[src/hdl/assert_macros.svh]
// ---------------------------------------------------------------------------
// assert_macros.svh
// Concurrent assertion helpers used by the point matcher datapath.
// ---------------------------------------------------------------------------
`ifndef ASSERT_MACROS_SVH
`define ASSERT_MACROS_SVH

`ifndef SYNTHESIS
// checked after reset only
`define UV_ASSERT(lbl, prop, msg) \
    lbl: assert property (@(posedge clk) disable iff (!rst_n) (prop)) else $error(msg);
// checked on every edge, reset included
`define UV_ASSERT_ALWAYS(lbl, prop, msg) \
    lbl: assert property (@(posedge clk) (prop)) else $error(msg);
`else
`define UV_ASSERT(lbl, prop, msg)
`define UV_ASSERT_ALWAYS(lbl, prop, msg)
`endif

`endif

[src/hdl/uvswpm_pkg.sv]
`timescale 1ns / 1ps
// ---------------------------------------------------------------------------
// uvswpm_pkg
// Constants, codes and controller/datapath types of the U/V point matcher.
// ---------------------------------------------------------------------------
package uvswpm_pkg;

    localparam int NUM_WIRES  = 128;
    localparam int MAX_HITS   = 16;
    localparam int RESULT_CAP = 16;

    localparam int WIRE_W     = $clog2(NUM_WIRES);
    // window bounds before clamping reach -132 .. 229
    localparam int WIN_W      = ((WIRE_W > 9) ? WIRE_W : 9) + 2;
    localparam int CNT_W      = $clog2(MAX_HITS + 2);
    localparam int EMIT_MAX   = (MAX_HITS < RESULT_CAP) ? MAX_HITS : RESULT_CAP;

    localparam int CFG_IDX_W  = 1;
    localparam int CFG_DATA_W = 16;

    localparam int ROOT_W     = 16;
    localparam int RAD_W      = 2 * ROOT_W;
    localparam int REM_W      = ROOT_W + 2;

    localparam int MUL_A_W    = 18;
    localparam int MUL_B_W    = 17;
    localparam int PROD_W     = MUL_A_W + MUL_B_W;

    localparam int WIRE_OFFSET = 60;
    localparam int STRIP_SUM   = 239;

    typedef enum logic [1:0] {
        MODE_CLEAR = 2'd0,
        MODE_MARK  = 2'd1,
        MODE_PAIR  = 2'd2
    } mode_t;

    typedef enum logic [CFG_IDX_W-1:0] {
        CFG_ROT_COS = 1'b0,
        CFG_ROT_SIN = 1'b1
    } cfg_idx_t;

    typedef enum logic [2:0] {
        MUL_NONE,
        MUL_SQ_L,
        MUL_SQ_R,
        MUL_SQ_Y,
        MUL_Y_SIN,
        MUL_Y_COS,
        MUL_X_COS,
        MUL_X_SIN
    } mul_sel_t;

    typedef enum logic [4:0] {
        ST_IDLE,
        ST_SQ_L,
        ST_RT_L,
        ST_WT_L,
        ST_SQ_R,
        ST_RT_R,
        ST_WT_R,
        ST_CHK,
        ST_SQ_Y,
        ST_RT_Y,
        ST_WT_Y,
        ST_M_YS,
        ST_M_YC,
        ST_COUNT,
        ST_E_INIT,
        ST_E_SCAN,
        ST_E_MS,
        ST_E_OUT
    } ctrl_state_t;

    typedef struct packed {
        logic     accept_en;
        mul_sel_t mul_sel;
        logic     isq_start;
        logic     isq_short;
        logic     cap_left;
        logic     cap_right;
        logic     cap_y;
        logic     idx_load;
        logic     idx_inc;
        logic     cnt_clr;
        logic     cnt_acc;
        logic     n_clr;
        logic     out_load;
    } dp_cmd_t;

    typedef struct packed {
        logic       req_valid;
        logic [1:0] req_mode;
        logic       isq_busy;
        logic       win_empty;
        logic       hit;
        logic       at_right;
        logic       cnt_zero;
        logic       is_last;
        logic       out_busy;
    } dp_stat_t;

endpackage

[src/hdl/uvswpm_in_if.sv]
`timescale 1ns / 1ps
// ---------------------------------------------------------------------------
// uvswpm_in_if
// Request channel: wire map commands and U/V cluster pairs.
// ---------------------------------------------------------------------------
interface uvswpm_in_if;
    logic       valid;
    logic       ready;
    logic [1:0] mode;
    logic [6:0] wire_req;
    logic [7:0] u_begin;
    logic [7:0] u_end;
    logic [7:0] u_peak;
    logic [7:0] u_width;
    logic [7:0] v_begin;
    logic [7:0] v_end;
    logic [7:0] v_peak;
    logic [7:0] v_width;
    logic [4:0] layer;

    modport source (
        output valid, mode, wire_req, u_begin, u_end, u_peak, u_width,
               v_begin, v_end, v_peak, v_width, layer,
        input  ready
    );

    modport sink (
        input  valid, mode, wire_req, u_begin, u_end, u_peak, u_width,
               v_begin, v_end, v_peak, v_width, layer,
        output ready
    );
endinterface

[src/hdl/uvswpm_out_if.sv]
`timescale 1ns / 1ps
// ---------------------------------------------------------------------------
// uvswpm_out_if
// Point channel: one space point per hit wire of a U/V pair, up to a limit.
// ---------------------------------------------------------------------------
interface uvswpm_out_if;
    logic               valid;
    logic               ready;
    logic signed [16:0] x_pos;
    logic signed [16:0] y_pos;
    logic [4:0]         point_layer;
    logic [7:0]         resolution;
    logic               overflow;
    logic               last;

    modport source (
        output valid, x_pos, y_pos, point_layer, resolution, overflow, last,
        input  ready
    );

    modport sink (
        input  valid, x_pos, y_pos, point_layer, resolution, overflow, last,
        output ready
    );
endinterface

[src/hdl/uv_strip_wire_point_matcher_unit.sv]
`timescale 1ns / 1ps
// ---------------------------------------------------------------------------
// uv_strip_wire_point_matcher_unit
// Space point former for one chamber layer from U/V clusters and hit wires.
// ---------------------------------------------------------------------------
// Usage
//   req    valid/ready request channel. Mode 0 clears the hit wire map, mode 1
//          marks one wire, mode 2 matches a U/V cluster pair, mode 3 is dropped.
//   point  valid/ready channel, one space point per hit wire in a pair's window,
//          up to the limit; last marks the final point of a pair, overflow is set
//          on every point of a pair whose window held more hits than the limit.
//   cfg_*  write port for the rotation cosine (index 0) and sine (index 1),
//          Q1.14, written while the block is idle.
// Sequence
//   Modes 0, 1 and 3 leave the block idle and ready for the next request. A pair
//   is set up after it is taken (two 8-step and one 16-step square roots on one
//   shared root unit, each waited out until the unit is no longer busy, plus
//   squares and y products on the single multiplier), then hits are counted over
//   the window, the scan restarts, and the window is scanned wire by wire with a
//   point emitted for each hit. An empty window ends the pair before the y term.
//   The next request is taken once the last point is in the output register.
// Reset clears the wire map and sets cosine 1.0, sine 0. When point is
//   stalled, one finished point waits in the output register and the scan
//   holds until it is taken.
// ---------------------------------------------------------------------------
module uv_strip_wire_point_matcher_unit (
    input  logic                              clk,
    input  logic                              rst_n,
    uvswpm_in_if.sink                         req,
    uvswpm_out_if.source                      point,
    input  logic                              cfg_we,
    input  logic [uvswpm_pkg::CFG_IDX_W-1:0]  cfg_index,
    input  logic [uvswpm_pkg::CFG_DATA_W-1:0] cfg_wdata
);
    import uvswpm_pkg::*;

    dp_cmd_t  cmd;
    dp_stat_t stat;

    uvswpm_ctrl u_ctrl (
        .clk   (clk),
        .rst_n (rst_n),
        .stat  (stat),
        .cmd   (cmd)
    );

    uvswpm_dpath u_dpath (
        .clk       (clk),
        .rst_n     (rst_n),
        .req       (req),
        .point     (point),
        .cfg_we    (cfg_we),
        .cfg_index (cfg_index),
        .cfg_wdata (cfg_wdata),
        .cmd       (cmd),
        .stat      (stat)
    );

endmodule

[src/hdl/uvswpm_isqrt.sv]
`timescale 1ns / 1ps
// ---------------------------------------------------------------------------
// uvswpm_isqrt
// Restoring integer square root, one root bit per cycle, with remainder.
// ---------------------------------------------------------------------------
module uvswpm_isqrt (
    input  logic                          clk,
    input  logic                          rst_n,
    input  logic                          start,
    input  logic                          short_run,
    input  logic [uvswpm_pkg::RAD_W-1:0]  radicand,
    output logic                          busy,
    output logic [uvswpm_pkg::ROOT_W-1:0] root,
    output logic [uvswpm_pkg::REM_W-1:0]  rem
);
    import uvswpm_pkg::*;

    localparam int STEP_W      = $clog2(ROOT_W);
    localparam int LONG_STEPS  = ROOT_W - 1;
    localparam int SHORT_STEPS = ROOT_W / 2 - 1;
    localparam int SH_W        = REM_W + 2;

    logic [RAD_W-1:0]  rad_reg,  rad_next;
    logic [ROOT_W-1:0] root_reg, root_next;
    logic [REM_W-1:0]  rem_reg,  rem_next;
    logic [STEP_W-1:0] cnt_reg,  cnt_next;
    logic              busy_reg, busy_next;

    logic [SH_W-1:0]   rem_sh;
    logic [SH_W-1:0]   trial;
    logic [SH_W-1:0]   diff;
    logic              fits;

    always_comb
    begin
        rem_sh = {rem_reg, rad_reg[RAD_W-1 -: 2]};
        trial  = {2'b00, root_reg, 2'b01};
        diff   = rem_sh - trial;
        fits   = (rem_sh >= trial);
    end

    always_comb
    begin
        rad_next  = rad_reg;
        root_next = root_reg;
        rem_next  = rem_reg;
        cnt_next  = cnt_reg;
        busy_next = busy_reg;
        if (start)
        begin
            // a short run takes a 16-bit radicand, aligned to the top
            rad_next  = short_run ? {radicand[RAD_W/2-1:0], {(RAD_W/2){1'b0}}} : radicand;
            root_next = '0;
            rem_next  = '0;
            cnt_next  = short_run ? STEP_W'(SHORT_STEPS) : STEP_W'(LONG_STEPS);
            busy_next = 1'b1;
        end
        else if (busy_reg)
        begin
            rad_next  = {rad_reg[RAD_W-3:0], 2'b00};
            root_next = {root_reg[ROOT_W-2:0], fits};
            rem_next  = fits ? diff[REM_W-1:0] : rem_sh[REM_W-1:0];
            cnt_next  = cnt_reg - STEP_W'(1);
            if (cnt_reg == '0)
            begin
                busy_next = 1'b0;
            end
        end
    end

    always_ff @(posedge clk or negedge rst_n)
    begin
        if (!rst_n)
        begin
            busy_reg <= 1'b0;
            cnt_reg  <= '0;
        end
        else
        begin
            busy_reg <= busy_next;
            cnt_reg  <= cnt_next;
        end
    end

    always_ff @(posedge clk)
    begin
        rad_reg  <= rad_next;
        root_reg <= root_next;
        rem_reg  <= rem_next;
    end

    assign busy = busy_reg;
    assign root = root_reg;
    assign rem  = rem_reg;

endmodule

[src/hdl/uvswpm_dpath.sv]
`timescale 1ns / 1ps
`include "assert_macros.svh"
// ---------------------------------------------------------------------------
// uvswpm_dpath
// Wire map, window bounds, shared multiplier, scan counters and point output.
// ---------------------------------------------------------------------------
module uvswpm_dpath (
    input  logic                              clk,
    input  logic                              rst_n,
    uvswpm_in_if.sink                         req,
    uvswpm_out_if.source                      point,
    input  logic                              cfg_we,
    input  logic [uvswpm_pkg::CFG_IDX_W-1:0]  cfg_index,
    input  logic [uvswpm_pkg::CFG_DATA_W-1:0] cfg_wdata,
    input  uvswpm_pkg::dp_cmd_t               cmd,
    output uvswpm_pkg::dp_stat_t              stat
);
    import uvswpm_pkg::*;

    localparam int SUM_W = PROD_W + 9;
    localparam int Q_W   = SUM_W - 14;

    // configuration
    logic signed [CFG_DATA_W-1:0] cos_reg;
    logic signed [CFG_DATA_W-1:0] sin_reg;

    // wire map
    logic [NUM_WIRES-1:0] hits_reg;

    // request payload
    logic [7:0] ub_reg, ue_reg, up_reg, uw_reg;
    logic [7:0] vb_reg, ve_reg, vp_reg, vw_reg;
    logic [4:0] layer_reg;

    // pair working registers
    logic [16:0]                sq_reg;
    logic signed [WIN_W-1:0]    left_reg;
    logic signed [WIN_W-1:0]    right_reg;
    logic signed [16:0]         y_reg;
    logic signed [PROD_W-1:0]   ysin_reg, ycos_reg, xcos_reg, xsin_reg;
    logic [WIRE_W-1:0]          idx_reg;
    logic [CNT_W-1:0]           cnt_reg;
    logic [CNT_W-1:0]           n_reg;
    logic                       out_valid_reg;

    logic signed [16:0]         x_out_reg, y_out_reg;
    logic [4:0]                 layer_out_reg;
    logic [7:0]                 res_out_reg;
    logic                       ovf_out_reg, last_out_reg;

    logic                       take;
    logic signed [9:0]          dl, dr;
    logic [8:0]                 ml, mr;
    logic signed [8:0]          s_diff;
    logic [7:0]                 s_mag;
    logic signed [MUL_A_W-1:0]  mul_a;
    logic signed [MUL_B_W-1:0]  mul_b;
    logic signed [PROD_W-1:0]   prod;
    logic signed [WIN_W-1:0]    xoff;

    logic                       isq_busy;
    logic [ROOT_W-1:0]          isq_root;
    logic [REM_W-1:0]           isq_rem;
    logic [RAD_W-1:0]           isq_rad;

    logic signed [WIN_W-1:0]    q_w;
    logic signed [WIN_W-1:0]    left_sum, right_sum;
    logic                       dr_pos;
    logic [16:0]                y_mag;
    logic [CNT_W-1:0]           emit_n;
    logic                       hit;
    logic                       at_right;
    logic                       out_busy;
    logic                       is_last;
    logic [8:0]                 res_sum;
    logic signed [SUM_W-1:0]    x_sum, y_sum;

    function automatic logic signed [16:0] round_sat(input logic signed [SUM_W-1:0] v);
        logic signed [SUM_W-1:0] t;
        logic signed [Q_W-1:0]   q;
        begin
            t = v + SUM_W'(8192);
            q = $signed(t[SUM_W-1:14]);
            if (q > Q_W'(65535))
            begin
                round_sat = 17'sd65535;
            end
            else if (q < -Q_W'(65536))
            begin
                round_sat = -17'sd65536;
            end
            else
            begin
                round_sat = q[16:0];
            end
        end
    endfunction

    assign take = req.valid && cmd.accept_en;
    assign req.ready = cmd.accept_en;

    // window and peak differences
    always_comb
    begin
        dl     = 10'(STRIP_SUM) - $signed({2'b00, ub_reg}) - $signed({2'b00, vb_reg});
        dr     = 10'(STRIP_SUM) - $signed({2'b00, ue_reg}) - $signed({2'b00, ve_reg});
        ml     = dl[9] ? 9'(-dl) : dl[8:0];
        mr     = dr[9] ? 9'(-dr) : dr[8:0];
        s_diff = $signed({1'b0, vp_reg}) - $signed({1'b0, up_reg});
        s_mag  = s_diff[8] ? 8'(-s_diff) : s_diff[7:0];
        xoff   = $signed({{(WIN_W - WIRE_W){1'b0}}, idx_reg}) - WIN_W'(WIRE_OFFSET);
    end

    // single shared multiplier, each selected product lands in a register
    always_comb
    begin
        mul_a = '0;
        mul_b = '0;
        case (cmd.mul_sel)
            MUL_SQ_L:
            begin
                mul_a = $signed(MUL_A_W'(ml));
                mul_b = $signed(MUL_B_W'(ml));
            end
            MUL_SQ_R:
            begin
                mul_a = $signed(MUL_A_W'(mr));
                mul_b = $signed(MUL_B_W'(mr));
            end
            MUL_SQ_Y:
            begin
                mul_a = $signed(MUL_A_W'(s_mag));
                mul_b = $signed(MUL_B_W'(s_mag));
            end
            MUL_Y_SIN:
            begin
                mul_a = MUL_A_W'(y_reg);
                mul_b = MUL_B_W'(sin_reg);
            end
            MUL_Y_COS:
            begin
                mul_a = MUL_A_W'(y_reg);
                mul_b = MUL_B_W'(cos_reg);
            end
            MUL_X_COS:
            begin
                mul_a = MUL_A_W'(xoff);
                mul_b = MUL_B_W'(cos_reg);
            end
            MUL_X_SIN:
            begin
                mul_a = MUL_A_W'(xoff);
                mul_b = MUL_B_W'(sin_reg);
            end
            default:
            begin
                mul_a = '0;
                mul_b = '0;
            end
        endcase
    end

    assign prod = mul_a * mul_b;

    // floor(m/sqrt2) = isqrt(m*m/2); y uses isqrt(2*a*a) with a = |s|*128
    assign isq_rad = cmd.isq_short ? RAD_W'(sq_reg[16:1])
                                   : {1'b0, sq_reg[15:0], 15'b0};

    uvswpm_isqrt u_isqrt (
        .clk       (clk),
        .rst_n     (rst_n),
        .start     (cmd.isq_start),
        .short_run (cmd.isq_short),
        .radicand  (isq_rad),
        .busy      (isq_busy),
        .root      (isq_root),
        .rem       (isq_rem)
    );

    always_comb
    begin
        q_w       = $signed(WIN_W'(isq_root));
        left_sum  = (dl[9] ? ~q_w : q_w) + WIN_W'(WIRE_OFFSET);
        dr_pos    = !dr[9] && (dr != '0);
        right_sum = (dr_pos ? q_w + WIN_W'(1) : -q_w) + WIN_W'(WIRE_OFFSET);
        // round to nearest: bump when the remainder exceeds the root
        y_mag     = {1'b0, isq_root} + 17'(isq_rem > REM_W'(isq_root));
    end

    always_comb
    begin
        hit      = hits_reg[idx_reg];
        at_right = (idx_reg == right_reg[WIRE_W-1:0]);
        emit_n   = (cnt_reg > CNT_W'(EMIT_MAX)) ? CNT_W'(EMIT_MAX) : cnt_reg;
        is_last  = ((n_reg + CNT_W'(1)) == emit_n);
        out_busy = out_valid_reg && !point.ready;
        res_sum  = {1'b0, uw_reg} + {2'b00, vw_reg[7:1]};
        x_sum    = ($signed(SUM_W'(xcos_reg)) <<< 8) - SUM_W'(ysin_reg);
        y_sum    = ($signed(SUM_W'(xsin_reg)) <<< 8) + SUM_W'(ycos_reg);
    end

    always_comb
    begin
        stat.req_valid = req.valid;
        stat.req_mode  = req.mode;
        stat.isq_busy  = isq_busy;
        stat.win_empty = (left_reg > right_reg);
        stat.hit       = hit;
        stat.at_right  = at_right;
        stat.cnt_zero  = (cnt_reg == '0);
        stat.is_last   = is_last;
        stat.out_busy  = out_busy;
    end

    // control state
    always_ff @(posedge clk or negedge rst_n)
    begin
        if (!rst_n)
        begin
            cos_reg       <= CFG_DATA_W'(16384);
            sin_reg       <= '0;
            hits_reg      <= '0;
            idx_reg       <= '0;
            cnt_reg       <= '0;
            n_reg         <= '0;
            out_valid_reg <= 1'b0;
        end
        else
        begin
            if (cfg_we)
            begin
                case (cfg_idx_t'(cfg_index))
                    CFG_ROT_COS: cos_reg <= $signed(cfg_wdata);
                    CFG_ROT_SIN: sin_reg <= $signed(cfg_wdata);
                    default:     cos_reg <= cos_reg;
                endcase
            end

            if (take && (req.mode == MODE_CLEAR))
            begin
                hits_reg <= '0;
            end
            else if (take && (req.mode == MODE_MARK) && (32'(req.wire_req) < NUM_WIRES))
            begin
                hits_reg[WIRE_W'(req.wire_req)] <= 1'b1;
            end

            if (cmd.idx_load)
            begin
                idx_reg <= left_reg[WIRE_W-1:0];
            end
            else if (cmd.idx_inc)
            begin
                idx_reg <= idx_reg + WIRE_W'(1);
            end

            // hit count saturates one above the limit so overflow stays visible
            if (cmd.cnt_clr)
            begin
                cnt_reg <= '0;
            end
            else if (cmd.cnt_acc && hit && (cnt_reg != CNT_W'(MAX_HITS + 1)))
            begin
                cnt_reg <= cnt_reg + CNT_W'(1);
            end

            if (cmd.n_clr)
            begin
                n_reg <= '0;
            end
            else if (cmd.out_load)
            begin
                n_reg <= n_reg + CNT_W'(1);
            end

            if (cmd.out_load)
            begin
                out_valid_reg <= 1'b1;
            end
            else if (point.ready)
            begin
                out_valid_reg <= 1'b0;
            end
        end
    end

    // payload
    always_ff @(posedge clk)
    begin
        if (take)
        begin
            ub_reg    <= req.u_begin;
            ue_reg    <= req.u_end;
            up_reg    <= req.u_peak;
            uw_reg    <= req.u_width;
            vb_reg    <= req.v_begin;
            ve_reg    <= req.v_end;
            vp_reg    <= req.v_peak;
            vw_reg    <= req.v_width;
            layer_reg <= req.layer;
        end

        case (cmd.mul_sel)
            MUL_SQ_L, MUL_SQ_R, MUL_SQ_Y: sq_reg   <= prod[16:0];
            MUL_Y_SIN:                    ysin_reg <= prod;
            MUL_Y_COS:                    ycos_reg <= prod;
            MUL_X_COS:                    xcos_reg <= prod;
            MUL_X_SIN:                    xsin_reg <= prod;
            default:                      sq_reg   <= sq_reg;
        endcase

        if (cmd.cap_left)
        begin
            left_reg <= left_sum[WIN_W-1] ? '0 : left_sum;
        end
        if (cmd.cap_right)
        begin
            right_reg <= (right_sum > WIN_W'(NUM_WIRES - 1)) ? WIN_W'(NUM_WIRES - 1)
                                                             : right_sum;
        end
        if (cmd.cap_y)
        begin
            y_reg <= s_diff[8] ? -$signed(y_mag) : $signed(y_mag);
        end

        if (cmd.out_load)
        begin
            x_out_reg     <= round_sat(x_sum);
            y_out_reg     <= round_sat(y_sum);
            layer_out_reg <= layer_reg;
            res_out_reg   <= res_sum[8:1];
            ovf_out_reg   <= (cnt_reg > CNT_W'(MAX_HITS));
            last_out_reg  <= is_last;
        end
    end

    assign point.valid       = out_valid_reg;
    assign point.x_pos       = x_out_reg;
    assign point.y_pos       = y_out_reg;
    assign point.point_layer = layer_out_reg;
    assign point.resolution  = res_out_reg;
    assign point.overflow    = ovf_out_reg;
    assign point.last        = last_out_reg;

    `UV_ASSERT(a_isq_start_idle, cmd.isq_start |-> !isq_busy, "square root restarted while busy")
    `UV_ASSERT(a_load_free, cmd.out_load |-> !out_busy, "point loaded over a pending point")
    `UV_ASSERT(a_load_budget, cmd.out_load |-> (n_reg < emit_n), "more points than the hit budget")
    `UV_ASSERT(a_scan_window, cmd.idx_inc |-> !at_right, "scan stepped past the window")
    `UV_ASSERT(a_valid_from_load, $rose(out_valid_reg) |-> $past(cmd.out_load), "point valid without load")
    `UV_ASSERT_ALWAYS(a_accept_isq_idle, cmd.accept_en |-> !isq_busy, "request accepted during a root")

endmodule

[src/hdl/uvswpm_ctrl.sv]
`timescale 1ns / 1ps
// ---------------------------------------------------------------------------
// uvswpm_ctrl
// Sequencer for window bounds, y term, hit count pass and point emission.
// ---------------------------------------------------------------------------
module uvswpm_ctrl (
    input  logic                 clk,
    input  logic                 rst_n,
    input  uvswpm_pkg::dp_stat_t stat,
    output uvswpm_pkg::dp_cmd_t  cmd
);
    import uvswpm_pkg::*;

    ctrl_state_t state_reg, state_next;

    always_ff @(posedge clk or negedge rst_n)
    begin
        if (!rst_n)
        begin
            state_reg <= ST_IDLE;
        end
        else
        begin
            state_reg <= state_next;
        end
    end

    // next state
    always_comb
    begin
        state_next = state_reg;
        case (state_reg)
            ST_IDLE:
            begin
                if (stat.req_valid && (stat.req_mode == MODE_PAIR))
                begin
                    state_next = ST_SQ_L;
                end
            end
            ST_SQ_L:  state_next = ST_RT_L;
            ST_RT_L:  state_next = ST_WT_L;
            ST_WT_L:
            begin
                if (!stat.isq_busy)
                begin
                    state_next = ST_SQ_R;
                end
            end
            ST_SQ_R:  state_next = ST_RT_R;
            ST_RT_R:  state_next = ST_WT_R;
            ST_WT_R:
            begin
                if (!stat.isq_busy)
                begin
                    state_next = ST_CHK;
                end
            end
            ST_CHK:   state_next = stat.win_empty ? ST_IDLE : ST_SQ_Y;
            ST_SQ_Y:  state_next = ST_RT_Y;
            ST_RT_Y:  state_next = ST_WT_Y;
            ST_WT_Y:
            begin
                if (!stat.isq_busy)
                begin
                    state_next = ST_M_YS;
                end
            end
            ST_M_YS:  state_next = ST_M_YC;
            ST_M_YC:  state_next = ST_COUNT;
            ST_COUNT:
            begin
                if (stat.at_right)
                begin
                    state_next = ST_E_INIT;
                end
            end
            ST_E_INIT: state_next = stat.cnt_zero ? ST_IDLE : ST_E_SCAN;
            ST_E_SCAN:
            begin
                if (stat.hit)
                begin
                    state_next = ST_E_MS;
                end
                else if (stat.at_right)
                begin
                    state_next = ST_IDLE;
                end
            end
            ST_E_MS:  state_next = ST_E_OUT;
            ST_E_OUT:
            begin
                if (!stat.out_busy)
                begin
                    state_next = stat.is_last ? ST_IDLE : ST_E_SCAN;
                end
            end
            default:  state_next = ST_IDLE;
        endcase
    end

    // commands
    always_comb
    begin
        cmd = '0;
        case (state_reg)
            ST_IDLE:  cmd.accept_en = 1'b1;
            ST_SQ_L:  cmd.mul_sel = MUL_SQ_L;
            ST_RT_L:
            begin
                cmd.isq_start = 1'b1;
                cmd.isq_short = 1'b1;
            end
            ST_WT_L:  cmd.cap_left = !stat.isq_busy;
            ST_SQ_R:  cmd.mul_sel = MUL_SQ_R;
            ST_RT_R:
            begin
                cmd.isq_start = 1'b1;
                cmd.isq_short = 1'b1;
            end
            ST_WT_R:  cmd.cap_right = !stat.isq_busy;
            ST_CHK:   cmd = '0;
            ST_SQ_Y:  cmd.mul_sel = MUL_SQ_Y;
            ST_RT_Y:  cmd.isq_start = 1'b1;
            ST_WT_Y:  cmd.cap_y = !stat.isq_busy;
            ST_M_YS:  cmd.mul_sel = MUL_Y_SIN;
            ST_M_YC:
            begin
                cmd.mul_sel  = MUL_Y_COS;
                cmd.idx_load = 1'b1;
                cmd.cnt_clr  = 1'b1;
            end
            ST_COUNT:
            begin
                cmd.cnt_acc = 1'b1;
                cmd.idx_inc = !stat.at_right;
            end
            ST_E_INIT:
            begin
                cmd.idx_load = 1'b1;
                cmd.n_clr    = 1'b1;
            end
            ST_E_SCAN:
            begin
                if (stat.hit)
                begin
                    cmd.mul_sel = MUL_X_COS;
                end
                else
                begin
                    cmd.idx_inc = !stat.at_right;
                end
            end
            ST_E_MS:  cmd.mul_sel = MUL_X_SIN;
            ST_E_OUT:
            begin
                if (!stat.out_busy)
                begin
                    cmd.out_load = 1'b1;
                    cmd.idx_inc  = !stat.is_last;
                end
            end
            default:  cmd = '0;
        endcase
    end

endmodule

[src/flat_wrapper.sv]
// flat-port wrapper written by rule: the top's interface ports become plain ports
module uv_strip_wire_point_matcher_unit_flat import uvswpm_pkg::*;
  (clk, rst_n, cfg_we, cfg_index, cfg_wdata, req_valid, req_mode, req_wire_req, req_u_begin, req_u_end, req_u_peak, req_u_width, req_v_begin, req_v_end, req_v_peak, req_v_width, req_layer, req_ready, point_valid, point_x_pos, point_y_pos, point_point_layer, point_resolution, point_overflow, point_last, point_ready);
  uvswpm_in_if req_i ();
  uvswpm_out_if point_i ();
  input  logic clk;
  input  logic rst_n;
  input  logic cfg_we;
  input  logic [uvswpm_pkg::CFG_IDX_W-1:0] cfg_index;
  input  logic [uvswpm_pkg::CFG_DATA_W-1:0] cfg_wdata;
  input wire logic [$bits(req_i.valid)-1:0] req_valid;
  input wire logic [$bits(req_i.mode)-1:0] req_mode;
  input wire logic [$bits(req_i.wire_req)-1:0] req_wire_req;
  input wire logic [$bits(req_i.u_begin)-1:0] req_u_begin;
  input wire logic [$bits(req_i.u_end)-1:0] req_u_end;
  input wire logic [$bits(req_i.u_peak)-1:0] req_u_peak;
  input wire logic [$bits(req_i.u_width)-1:0] req_u_width;
  input wire logic [$bits(req_i.v_begin)-1:0] req_v_begin;
  input wire logic [$bits(req_i.v_end)-1:0] req_v_end;
  input wire logic [$bits(req_i.v_peak)-1:0] req_v_peak;
  input wire logic [$bits(req_i.v_width)-1:0] req_v_width;
  input wire logic [$bits(req_i.layer)-1:0] req_layer;
  output wire logic [$bits(req_i.ready)-1:0] req_ready;
  output wire logic [$bits(point_i.valid)-1:0] point_valid;
  output wire logic [$bits(point_i.x_pos)-1:0] point_x_pos;
  output wire logic [$bits(point_i.y_pos)-1:0] point_y_pos;
  output wire logic [$bits(point_i.point_layer)-1:0] point_point_layer;
  output wire logic [$bits(point_i.resolution)-1:0] point_resolution;
  output wire logic [$bits(point_i.overflow)-1:0] point_overflow;
  output wire logic [$bits(point_i.last)-1:0] point_last;
  input wire logic [$bits(point_i.ready)-1:0] point_ready;
  assign req_i.valid = req_valid;
  assign req_i.mode = req_mode;
  assign req_i.wire_req = req_wire_req;
  assign req_i.u_begin = req_u_begin;
  assign req_i.u_end = req_u_end;
  assign req_i.u_peak = req_u_peak;
  assign req_i.u_width = req_u_width;
  assign req_i.v_begin = req_v_begin;
  assign req_i.v_end = req_v_end;
  assign req_i.v_peak = req_v_peak;
  assign req_i.v_width = req_v_width;
  assign req_i.layer = req_layer;
  assign req_ready = req_i.ready;
  assign point_valid = point_i.valid;
  assign point_x_pos = point_i.x_pos;
  assign point_y_pos = point_i.y_pos;
  assign point_point_layer = point_i.point_layer;
  assign point_resolution = point_i.resolution;
  assign point_overflow = point_i.overflow;
  assign point_last = point_i.last;
  assign point_i.ready = point_ready;
  uv_strip_wire_point_matcher_unit u_core (.clk(clk), .rst_n(rst_n), .req(req_i), .point(point_i), .cfg_we(cfg_we), .cfg_index(cfg_index), .cfg_wdata(cfg_wdata));
endmodule
[config.mk]
export PLATFORM = sky130hd
export DESIGN_NAME = uv_strip_wire_point_matcher_unit_flat
export DESIGN_NICKNAME = d
export VERILOG_FILES = /design/src/hdl/uvswpm_pkg.sv /design/src/hdl/uvswpm_in_if.sv /design/src/hdl/uvswpm_out_if.sv /design/src/hdl/uv_strip_wire_point_matcher_unit.sv /design/src/hdl/uvswpm_isqrt.sv /design/src/hdl/uvswpm_dpath.sv /design/src/hdl/uvswpm_ctrl.sv /design/src/flat_wrapper.sv
export VERILOG_INCLUDE_DIRS = /design/src /design/src/hdl
export SDC_FILE = /design/constraint.sdc
export NUM_CORES = 2
export LEC_CHECK = 0
export ABC_AREA = 1
export BUFFER_PORTS_ARGS = -buffer_cell sky130_fd_sc_hd__buf_2
export CAP_MARGIN = 25
export CORE_UTILIZATION = 50
export DETAILED_ROUTE_END_ITERATION = 12
export GPL_ROUTABILITY_DRIVEN = 0
export PLACE_DENSITY = 0.66
export SETUP_SLACK_MARGIN = 0.02
export SKIP_CTS_REPAIR_TIMING = 1
export SYNTH_ARGS = -nofsm -noshare
export SYNTH_HDL_FRONTEND = slang
export SYNTH_HIERARCHICAL = 1
export SYNTH_SLANG_ARGS = --single-unit
[constraint.sdc]
create_clock -name clk -period 10.4 [get_ports clk]
set_clock_uncertainty 0.1 [all_clocks]
set_input_delay 0.52 -clock clk [delete_from_list [all_inputs] [get_ports clk]]
set_output_delay 0.52 -clock clk [all_outputs]
set_load 0.02 [all_outputs]
* Word-level counts from Yosys, hierarchy flattened
Cells that the tools add are included.
** Word-level totals
- Bits of input ports :: 100
- Memories kept :: 0
- Output and inout port bits :: 51
- Memory bits (writable) :: 0
- Memory bits (read-only) :: 0
- Logic and storage cells :: 215
- Register bits :: 568
- Bits in latches :: 0
** Cells by class
- Reductions and logical operators :: 36
- Divide/modulo/power cells :: 0
- Magnitude comparators :: 12
- Multiply operators :: 1
- Shift-type cells :: 0
- $add $sub $neg :: 25
- Bitwise gates (word level) :: 3
- Muxes and demuxes :: 65
- Equal/unequal tests :: 36
** Operators with widths (count)
- 2-to-1 mux 128 bit :: 2
- bitwise OR 128 bit :: 1
- 2-to-1 mux 32 bit :: 3
- case mux 18 bit (5 select lines) :: 1
- case mux 5 bit (18 select lines) :: 1
- adder 44 x 15 -> 44 bit (second input constant) :: 2
- case mux 17 bit (5 select lines) :: 1
- 2-to-1 mux 5 bit :: 13
- > comparator 30 x 17 -> 1 bit (second input constant) :: 2
- < comparator 30 x 17 -> 1 bit (second input constant) :: 2
- 2-to-1 mux 17 bit :: 3
- adder 43 x 35 -> 44 bit :: 1
- subtractor 43 x 35 -> 44 bit :: 1
- == test 5 x 4 -> 1 bit (second input constant) :: 8
- multiplier 18 x 17 -> 35 bit :: 1
- 2-to-1 mux 31 bit :: 1
- 2-to-1 mux 4 bit :: 6
- adder 11 x 7 -> 11 bit (second input constant) :: 2
- 2-to-1 mux 11 bit :: 2
- 2-to-1 mux 1 bit :: 21
- case mux 3 bit (7 select lines) :: 1
- == test 5 x 3 -> 1 bit (second input constant) :: 4
- >= comparator 20 x 18 -> 1 bit :: 1
- subtractor 9 x 9 -> 10 bit :: 2
- other kinds (54) :: 96

* Logic depth before layout (Yosys ltp)
- Word-level depth :: 8
- Gate-level depth with buffers :: 50
- Gate-level depth less buffers :: 47

* Cells and area by module
Netlist, hierarchy kept.
** By module, submodules not included
- uvswpm_dpath :: sequential area each 13584.3 um2, times used 1, cells an instance 4629, area an instance 39670.5 um2
- uvswpm_isqrt :: sequential area each 1766.7 um2, times used 1, cells an instance 563, area an instance 4172.8 um2
- uvswpm_ctrl :: sequential area each 125.1 um2, times used 1, cells an instance 126, area an instance 655.6 um2

* Worst setup path after synthesis
No wires, ideal clock.
- Path type :: reg2reg
- From :: register u_core.u_dpath.idx_reg[0]
- To :: register u_core.u_dpath.xcos_reg[34], data pin
- Period minus slack after synthesis :: 8.620 ns
- Stages on the path, launching flop included :: 42
- Data arrival time :: 8.244 ns
- Buffers on the path :: 5
- Slack :: 1.780 ns
- Setup time :: 0.276 ns
- Required time :: 10.024 ns
- Cell sequence :: dfrtp_1 buf_2 clkbuf_1 nand2_1 o21ai_0 a21oi_1 a31oi_1 o311ai_0 nand3_1 nand3_1 o21ai_1 buf_4 a31oi_1 nand3_1 clkbuf_2 nand2_1 o22ai_2 clkinv_1 [6 not listed] fa_1 fa_1 fa_1 inv_1 fa_1 inv_1 ha_1 nand2_1 inv_1 a21oi_1 nand2_1 nor2_1 o21bai_1 a21oi_1 o21bai_1 a31oi_1 o21ai_0 xor2_1
** RTL lines
- start: declaration :: RTL line uvswpm_dpath.sv:41 : logic [WIRE_W-1:0] idx_reg;
- start signal: assignment :: RTL line uvswpm_dpath.sv:250 : idx_reg <= left_reg[WIRE_W-1:0];
- start signal: assignment :: RTL line uvswpm_dpath.sv:254 : idx_reg <= idx_reg + WIRE_W'(1);
- end signal: assignment :: RTL line uvswpm_dpath.sv:307 : MUL_X_COS: xcos_reg <= prod;
- end: declaration :: RTL line uvswpm_dpath.sv:40 : logic signed [PROD_W-1:0] ysin_reg, ycos_reg, xcos_reg, xsin_reg;

==> impl_metrics.json <==
{
  "outcome": "complete, no violations",
  "drtPass1Iterations": 6,
  "antenna_found_initial": 0,
  "grt_usage": 0.243,
  "dieArea_um2": 90200,
  "rsz0062_at_grt": "no",
  "comb_power_share": 0.518,
  "wl_per_cell_um": 16.1,
  "synth_nets": 6040,
  "path_clk_slew_ps": 60,
  "synth.avg_cell_area_um2": 8.37,
  "worst_slack_ps": 428,
  "drc": 0,
  "grt_pass1_vias": 34700,
  "max_stage_delay_ps": 550,
  "cp_max_fo": 94,
  "whs_ps": 13.3,
  "endpoint_kind": "register",
  "worstHoldStart": "cfg_wdata[2]",
  "ff2ff_setup_slack_ps": 430,
  "cts_buffer_depth": 3,
  "ff_latch_area_um2": 15500,
  "clock_latency_ps": 670,
  "final_net_count": 6296,
  "cp.required_ps": 10680,
  "final_cells": 6792,
  "synthCells": 5318,
  "tritoncts": "built",
  "synth_edf_count": 336,
  "worst_pin_slew_ps": 1070,
  "layout_common_cells": "nand2_1, inv_1, nor2_1, a21oi_1, edfxtp_1",
  "cts.sinks": 558,
  "critPathKind": "reg2reg",
  "timing.final.hold_violations": 0,
  "grt-ovfl-total": 0,
  "dpl.cell_count": 6595,
  "min_to": "u_core/u_dpath/sin_reg[2]",
  "io_pins": 151,
  "p_leak_nw": 24.5,
  "multiInputGateArea_um2": 24800,
  "p_sw_w": 0.00523,
  "grt_max_degree": 118,
  "r2r-start": "u_core/u_dpath/idx_reg[0]",
  "fmax_mhz": 100,
  "ant_nets": 0,
  "relSlewSlack": 0.283,
  "fin_setup_tns_ps": 0,
  "start_util": 0.504,
  "cts_htree_levels": 2,
  "p_per_area_nw_per_um2": 234,
  "ir_worst_vdd_uv": 171,
  "cts-root-buf": "clkbuf_16",
  "layout-drive-gt1-share": 0.0889,
  "viasPerCell": 5.26,
  "area_growth_pct": 12.7,
  "hp-class": "in2reg",
  "core_region_area_um2": 88200,
  "finalMaxSlewViolations": 0,
  "die_y_um": 300,
  "sequentialPowerShare": 0.282,
  "cell_internal_pwr_w": 0.00652,
  "place_hpwl_um": 83300,
  "yosysUniqueCellTypes": 73,
  "ys_seq_area_frac": 0.348,
  "port_buffers": 149,
  "fin_crit_sh": 0.959,
  "worstHoldPathCells": 3,
  "cp.arrival_ps": 10250,
  "ys_warn_count": 6,
  "grt_first_pass_wirelength_um": 177000,
  "syn-cell-area_um2": 44500,
  "nFillCells": 7940,
  "ys_ff_latch": 558,
  "p_total_w": 0.0117,
  "n_antenna_cell": 0,
  "largest_reg_flops": 128,
  "numCtsBuffers": 61,
  "crit_slowest_cell": "fa_1",
  "cap_violations": 0,
  "startpoint_type": "register",
  "reg2reg_to": "u_core/u_dpath/ycos_reg[32]",
  "die-width_um": 300,
  "final_common_cell": "nand2_1",
  "synthArstFlopShare": 0.337,
  "reg2reg_depth": 42,
  "pre_cts_ws_ps": 145,
  "clock_power_share": 0.200,
  "swShare": 0.445,
  "period_minus_slack_ps": 9970,
  "num_vias": 35800,
  "row_count": 109,
  "synth-main-ff-cell": "edfxtp_1",
  "drtIter0Drc": 2518,
  "wirelength_um": 109000,
  "finalSetupViolCount": 0
}
-- synth_stat cells, types with 19 or more instances --
cell type | number | area share
nand3b_1 | 19 | 0.0032
nor3_1 | 49 | 0.0055
nand2_1 | 1029 | 0.087
a31oi_1 | 19 | 0.0027
nand2_2 | 22 | 0.0031
dfxtp_1 | 34 | 0.015
xor2_1 | 141 | 0.028
nand3_1 | 214 | 0.024
nor2_1 | 564 | 0.048
nand4_1 | 39 | 0.0055
ha_1 | 316 | 0.089
edfxtp_1 | 336 | 0.23
o22ai_1 | 22 | 0.0031
xnor2_1 | 55 | 0.011
o21ai_0 | 276 | 0.031
a21o_1 | 24 | 0.0040
fa_1 | 306 | 0.14
inv_1 | 979 | 0.083
a21oi_1 | 358 | 0.040
clkbuf_1 | 84 | 0.0071
buf_2 | 30 | 0.0034
dfrtp_1 | 187 | 0.11
-- critical path, delay by kind of cell (launching register included) --
kind	cells	cell delay [ps]
adder cells (fa/ha/maj)	7	3400
buffers and inverters	11	1490
AND/OR/NAND/NOR	13	1760
flip-flops	1	440
AO/OA/AOI/OAI	10	2310
XOR/XNOR	1	80
-- logic make-up (layout without fill, tap and decap cells) --
family,count (synthesis),count (layout),synth area share
AO/OA/AOI/OAI,799,799,0.0995
other,1,1,0.0000843
multiplexers,1,1,0.000253
buffers and inverters,1139,1448,0.0994
adder cells (fa/ha/maj),622,622,0.227
flip-flops,558,558,0.348
AND/OR/NAND/NOR,2001,2001,0.188
XOR/XNOR,197,197,0.0389
-- per-stage QoR --
stage	cell area (µm²)	utilization
floorplan	44500	-
global placement	46900	0.532
detailed placement	46900	0.532
CTS	49100	0.557
global route	50100	0.568
finish	50100	0.568
-- worst max path at each step --
| stage | start | to | slack [ps] | cells past startpoint |
|---|---|---|---|---|
| after detailed placement | u_core/u_dpath/idx_reg[0] | u_core/u_dpath/xcos_reg[32] | 140 | 39 |
| final | u_core/u_dpath/idx_reg[0] | u_core/u_dpath/ycos_reg[32] | 430 | 42 |
| after floorplan | u_core/u_dpath/idx_reg[0] | u_core/u_dpath/xcos_reg[34] | 1780 | 41 |
| after global routing | u_core/u_dpath/idx_reg[0] | u_core/u_dpath/ycos_reg[32] | 10 | 45 |
| after CTS | u_core/u_dpath/idx_reg[0] | u_core/u_dpath/ycos_reg[32] | 130 | 40 |
| after global placement | u_core/u_dpath/idx_reg[0] | u_core/u_dpath/xcos_reg[32] | 240 | 39 |
-- power by group through the flow --
stage	clock network [W]	registers, W	logic, W
floorplan	0	0.00323	0.00429
global placement	0	0.00334	0.00587
detailed placement	0	0.00335	0.00595
CTS	0.00241	0.00331	0.00600
global route	0.00248	0.00335	0.00685
finish	0.00235	0.00331	0.00608
-- layout make-up --
| cell class | count | share of cell area |
|---|---|---|
| Multi-Input combinational cell | 3621 | 0.495 |
| Sequential cell | 558 | 0.309 |
| Inverter | 997 | 0.0747 |
| Timing Repair Buffer | 335 | 0.0489 |
| Clock buffer | 68 | 0.0310 |
| Tap cell | 1165 | 0.0291 |
| Clock inverter | 48 | 0.0130 |
-- per-layer routing --
| layer | share of wire | up-vias | wire (µm) | track usage |
|---|---|---|---|---|
| met1 | 0.45 | 17000 | 49200 | 0.337 |
| met5 | 0 | - | 0 | 0 |
| met2 | 0.46 | 1093 | 50400 | 0.395 |
| met4 | 0.028 | 0 | 3030 | 0.0735 |
| li1 | - | 17500 | - | - |
| met3 | 0.061 | 178 | 6710 | 0.0331 |
Power figures use the tool's default switching activity.
